`src/hdl/ip_rng_pkg.sv`:
```
// Package for the IPv4 range table lookup: field widths, command codes, controller states
// and the command and status structs between the controller and the datapath.
// Depends on nothing; every other file of the block imports it.
package ip_rng_pkg;

    // Default depth of the range entry table.
    localparam int ENTRY_DEPTH_DEF = 4096;

    // Prefix table: one start index per first octet.
    localparam int PREFIX_COUNT_C = 256;
    localparam int PREFIX_W       = 8;

    // Field widths.
    localparam int INDEX_W  = 12;
    localparam int COUNT_W  = 13;
    localparam int ADDR_W   = 32;
    localparam int OFFSET_W = 24;
    localparam int LENGTH_W = 8;
    localparam int ENTRY_W  = ADDR_W + LENGTH_W + OFFSET_W;

    // Stream widths.
    localparam int S_TUSER_W = 2;
    localparam int S_TDATA_W = 120;
    localparam int M_TDATA_W = 48;

    typedef enum logic [S_TUSER_W-1:0] {
        CMD_LOAD_PREFIX = 2'd0,
        CMD_LOAD_RANGE  = 2'd1,
        CMD_LOOKUP      = 2'd2
    } t_cmd;

    typedef enum logic [1:0] {
        ST_IDLE,
        ST_PREFIX,
        ST_SCAN
    } t_state;

    typedef struct packed {
        logic wr_prefix;
        logic wr_range;
        logic rd_prefix;
        logic scan_start;
        logic scan_step;
        logic set_hit;
        logic set_miss;
    } t_dp_cmd;

    typedef struct packed {
        t_cmd cmd;
        logic prefix_idx_ok;
        logic range_idx_ok;
        logic start_ok;
        logic next_ok;
        logic hit;
        logic out_free;
    } t_dp_status;

endpackage

```
`src/hdl/ip_rng_ctrl.sv`:
```
// Controller of the IPv4 range table lookup: accepts commands and sequences
// the prefix read and the entry scan. Depends on ip_rng_pkg.
module ip_rng_ctrl (
    input  logic                   i_clk,
    input  logic                   i_rst_n,
    input  logic                   i_s_tvalid,
    output logic                   o_s_tready,
    input  ip_rng_pkg::t_dp_status i_status,
    output ip_rng_pkg::t_dp_cmd    o_cmd
);
    import ip_rng_pkg::*;

    t_state r_state;
    t_state n_state;

    always_ff @(posedge i_clk) begin
        if (!i_rst_n) begin
            r_state <= ST_IDLE;
        end else begin
            r_state <= n_state;
        end
    end

    always_comb begin
        n_state    = r_state;
        o_cmd      = '0;
        o_s_tready = 1'b0;
        case (r_state)
            ST_IDLE: begin
                o_s_tready = 1'b1;
                if (i_s_tvalid) begin
                    case (i_status.cmd)
                        CMD_LOAD_PREFIX: o_cmd.wr_prefix = i_status.prefix_idx_ok;
                        CMD_LOAD_RANGE:  o_cmd.wr_range  = i_status.range_idx_ok;
                        CMD_LOOKUP: begin
                            o_cmd.rd_prefix = 1'b1;
                            n_state         = ST_PREFIX;
                        end
                        default: ;
                    endcase
                end
            end
            ST_PREFIX: begin
                if (i_status.start_ok) begin
                    o_cmd.scan_start = 1'b1;
                    n_state          = ST_SCAN;
                end else if (i_status.out_free) begin
                    o_cmd.set_miss = 1'b1;
                    n_state        = ST_IDLE;
                end
            end
            ST_SCAN: begin
                // A finished result waits here until the output register is free.
                if (i_status.hit) begin
                    if (i_status.out_free) begin
                        o_cmd.set_hit = 1'b1;
                        n_state       = ST_IDLE;
                    end
                end else if (i_status.next_ok) begin
                    o_cmd.scan_step = 1'b1;
                end else if (i_status.out_free) begin
                    o_cmd.set_miss = 1'b1;
                    n_state        = ST_IDLE;
                end
            end
            default: n_state = ST_IDLE;
        endcase
    end

endmodule

```
`config.mk`:
```
export PLATFORM = sky130hd
export DESIGN_NAME = ip_rng_ctrl
export DESIGN_NICKNAME = d
export VERILOG_FILES = /design/src/hdl/ip_rng_pkg.sv /design/src/hdl/ip_rng_ctrl.sv
export SDC_FILE = /design/constraint.sdc
export NUM_CORES = 1
export LEC_CHECK = 0
export BUFFER_PORTS_ARGS = -buffer_cell sky130_fd_sc_hd__buf_2
export CAP_MARGIN = 20
export CELL_PAD_IN_SITES_DETAIL_PLACEMENT = 1
export CELL_PAD_IN_SITES_GLOBAL_PLACEMENT = 2
export CORE_MARGIN = 1
export CORE_UTILIZATION = 19
export DETAILED_ROUTE_END_ITERATION = 10
export GPL_ROUTABILITY_DRIVEN = 0
export GPL_TIMING_DRIVEN = 0
export PLACE_DENSITY = 0.8
export SLEW_MARGIN = 0
export SYNTH_ARGS = -nofsm -noshare
export SYNTH_HDL_FRONTEND = slang
export SYNTH_SLANG_ARGS = --single-unit
```
`constraint.sdc`:
```
create_clock -name i_clk -period 3.3 [get_ports i_clk]
set_input_delay 0.165 -clock i_clk [delete_from_list [all_inputs] [get_ports i_clk]]
set_output_delay 0.165 -clock i_clk [all_outputs]
set_load 0.005 [all_outputs]
```
Word level (Yosys, flattened, before mapping)
Index checks and enable logic that the tools add are counted.
{"block": "word_totals", "regBits": 2, "in_bits": 11, "output_inout_bits": 8}
{"block": "op_classes", "n_eq_ne": 7, "muxes": 24, "reduce_logical": 3}
{"operator": "$mux 2", "count": 7}
{"operator": "$mux 1", "count": 13}
{"operator": "$mux 3", "count": 2}
{"operator": "$pmux 2 s3", "count": 1}
{"operator": "$eq 2x1->1 const B", "count": 2}
{"operator": "$eq 2x2->1 const B", "count": 2}
{"operator": "$logic_not 2->1", "count": 2}
{"operator": "$ne 3x3->1 const B", "count": 1}
{"operator": "$reduce_and 3->1", "count": 1}
{"operator": "$ne 2x1->1 const B", "count": 1}
{"operator": "$ne 2x2->1 const B", "count": 1}
{"operator": "$pmux 1 s2", "count": 1}

Longest topological paths before layout
{"block": "depth", "ltp_word": 4, "mapped_depth": 6, "ltp_nobuf": 6}

Least setup slack after synthesis
Ideal clock, no wire load.
{"block": "synth_timing", "path_kind": "reg2reg", "from": "register r_state[0]", "to": "register r_state[0]", "setup_ns": 0.125, "t_arrival_ns": 1.223, "required_ns": 3.175, "slack_ns": 1.953, "stages_incl_launch_ff": 6, "path_cell_list": "dfxtp_1 inv_1 ha_1 or3_1 o2111ai_1 mux2i_1"}
{"block": "synth_between", "elab_chain_cells": 4, "word_cells_on_any_way": 12, "classes_between": "5 x eq/ne; 5 x mux; 2 x reduce/logical"}
{"element": "from (decl)", "line_no": "ip_rng_ctrl.sv:13", "source": "t_state r_state;"}
{"element": "from (signal assigned)", "line_no": "ip_rng_ctrl.sv:20", "source": "r_state <= n_state;"}
{"element": "$mux 2 (3 in a row)"}
{"element": "$pmux 2 s3", "line_no": "ip_rng_ctrl.sv:28", "source": "case (r_state)"}
Several ways; a longest one is shown, not always the timed one. The select of a mux whose other input is x is not followed.
A chain may end at the register's enable or synchronous reset.

==> results.sh <==
export IMPL_cts_resized=0
export IMPL_synth_area_leaders="ha_1, dfxtp_1, o2111ai_1, nand2_1, nor3b_1"
export IMPL_finalWorstSetupSlack_ns=1.66
export IMPL_timing_hold_ws_ns=0.250
export IMPL_synth_cell_types=19
export IMPL_pin_count=19
export IMPL_grt_use_total_pct=10.4
export IMPL_synth_edf_count=0
export IMPL_die_w_um=38.9
export IMPL_finalMaxSlewViolations=0
export IMPL_rsz0062_at_grt="no"
export IMPL_drc=0
export IMPL_grt_overflow=0
export IMPL_antenna_found_initial=0
export IMPL_max_slew_margin_rel_pct=84.8
export IMPL_yosysSeqAreaShare_pct=15.5
export IMPL_ys_ff_latch=2
export IMPL_stdcell_area_um2=389
export IMPL_async_reset_ff_share_pct=0
export IMPL_pre_cts_ws_ns=1.83
export IMPL_cts_made_buffers=3
export IMPL_max_vdd_ir_drop_mv=0.247
export IMPL_ant_nets=0
export IMPL_largest_registers="r_state x2"
export IMPL_rr_endpoint="r_state[0]"
export IMPL_worst_pin_slew_ns=0.225
export IMPL_initialDrtViolationCount=3
export IMPL_skew_ns=0.00206
export IMPL_start_util_pct=21.8
export IMPL_final_cell_count_no_fill=67
export IMPL_layout_nets=70
export IMPL_diodes=0
export IMPL_hpwl_um=585
export IMPL_worstSetupPathType="reg2out"
export IMPL_clock_latency_ns=0.22
export IMPL_r2r_cells=5
export IMPL_cts_sinks=2
export IMPL_status="finished, final reports clean"
export IMPL_hold_buffers=0
export IMPL_synth_top_area_share_pct=19.3
export IMPL_finalCriticalPeriod_ns=1.64
export IMPL_startpoint_type="flip-flop"
export IMPL_coreArea_mm2=0.00119
export IMPL_grt_max_degree=6
export IMPL_regMostFlops="r_state"
export IMPL_worst_ep_arrival_time_ns=1.47
export IMPL_hp_class="in2reg"
export IMPL_syn_area_um2=259
export IMPL_netlist_top_cell_by_area="ha_1"
export IMPL_rows=12
export IMPL_routed_wl_um=682
export IMPL_viasPerCell=4.67
export IMPL_setup_violations=0
export IMPL_wl_per_cell_um=10.2
export IMPL_crit_end="o_cmd[6]"
export IMPL_endpoint_kind="output port"
export IMPL_cp_required_ns=3.13
export IMPL_placed_cell_area_um2=367
export IMPL_io_buffers=18
export IMPL_die_h_um=38.9
export IMPL_first_global_vias=297
export IMPL_root_buffer="clkbuf_4"
export IMPL_yosys_warnings=0
export IMPL_power_density_mw_per_mm2=463
export IMPL_clockBufferDepth=2
export IMPL_cts_setup_buffers=0
export IMPL_htreeDepth=1
export IMPL_syn_avg_cell_area_um2=8.09
export IMPL_tns_ns=0
export IMPL_ff2ff_setup_slack_ns=1.85
export IMPL_first_pass_iters=2
export IMPL_timing_fmax_mhz=610
export IMPL_grt_pass1_wl_mm=1.10
export IMPL_power_leakage_uw=0.000211
export IMPL_clkSlewWorstSetupHoldPaths_ns=0.03
export IMPL_drive_above_1_share_pct=45.3
export IMPL_timing_rr_start="r_state[0]"
export IMPL_largest_register_ffs=2
export IMPL_syn2layout_area_growth_pct=50.2
export IMPL_syn_num_nets=47
export IMPL_synthesis_instances=32
export IMPL_cp_startpoint="r_state[0]"
export IMPL_cts_tree="done"
export IMPL_finalCritPeriodShare_pct=49.7
export IMPL_post_place_cells=64
export IMPL_num_vias=313
export IMPL_hold_violations=0
export IMPL_die_area_mm2=0.00151
export IMPL_cp_max_fo=5
export IMPL_timing_max_cap_violations=0
export IMPL_ys_flop_type="dfxtp_1"
export IMPL_synth_commonest_cells="ha_1, nand2_1, inv_1"
[routing by layer]
| layer | share of wire, % | GRT usage, % | wire [um] | vias up |
|---|---|---|---|---|
| met5 | 0 | 0 | 0 | - |
| met4 | 0 | 5.17 | 0 | 0 |
| met3 | 7.2 | 1.73 | 49 | 0 |
| met2 | 45 | 18.3 | 309 | 14 |
| met1 | 47 | 11.9 | 322 | 139 |
| li1 | - | - | - | 160 |
[through the flow]
step	total power (uW)	util, %
floorplan	97.4	-
global placement	129	30.9
detailed placement	130	30.9
CTS	187	32.8
global route	201	32.8
finish	180	32.8
[worst min path at each step]
stage,to,slack [ns],from,cells after the start
after floorplan,r_state[0],0.31,i_rst_n,2
after global placement,r_state[0],0.47,i_rst_n,3
after detailed placement,r_state[1],0.48,i_rst_n,3
after CTS,r_state[1],0.24,i_rst_n,3
after global routing,r_state[1],0.29,i_rst_n,3
final,r_state[1],0.25,i_rst_n,3
[critical path, stage by stage (launching register included)]
cell	delay (ns)
dfxtp_1	0.33
inv_1	0.11
ha_1	0.26
nand2_1	0.13
nor4b_1	0.28
buf_2	0.16
[report_power, final]
part / internal, uW / total [uW] / switching [uW]
Clock: 40.0 / 52.8 / 12.8
Combinational: 44.8 / 90.7 / 45.9
Sequential: 30.4 / 36.7 / 6.23
[layout by cell type (no fill, tap or decap)]
cell type / count
and2_2: 1
clkbuf_4: 3
a21oi_2: 1
nand2_1: 4
o2111ai_1: 2
nor3b_1: 2
nor2_1: 2
nor4b_1: 1
and3b_1: 1
dfxtp_1: 2
ha_1: 4
mux2i_1: 1
nor3_1: 2
or3_1: 1
nand3b_1: 1
and3_1: 1
nor2b_4: 1
o21ai_0: 1
o211a_1: 1
inv_1: 3
buf_2: 18
[kinds of logic (layout without fill, tap and decap cells)]
group                    count (synthesis)  after routing  synth area share (%)
AO/OA/AOI/OAI                            5              5                  15.9
adder cells (fa/ha/maj)                  4              4                  19.3
buffers and inverters                    3             24                  4.35
flip-flops                               2              2                  15.5
multiplexers                             1              1                  3.86
AND/OR/NAND/NOR                         17             17                  41.1
[area by class of cell]
class	instances	area (um2)
fillers	163	797
multi-input cells	27	208
repair buffers	18	90.1
flip-flops and latches	2	40.0
clock buffers	3	22.5
well taps	14	17.5
inverters	3	11.3
Power figures use the tool's default switching activity.
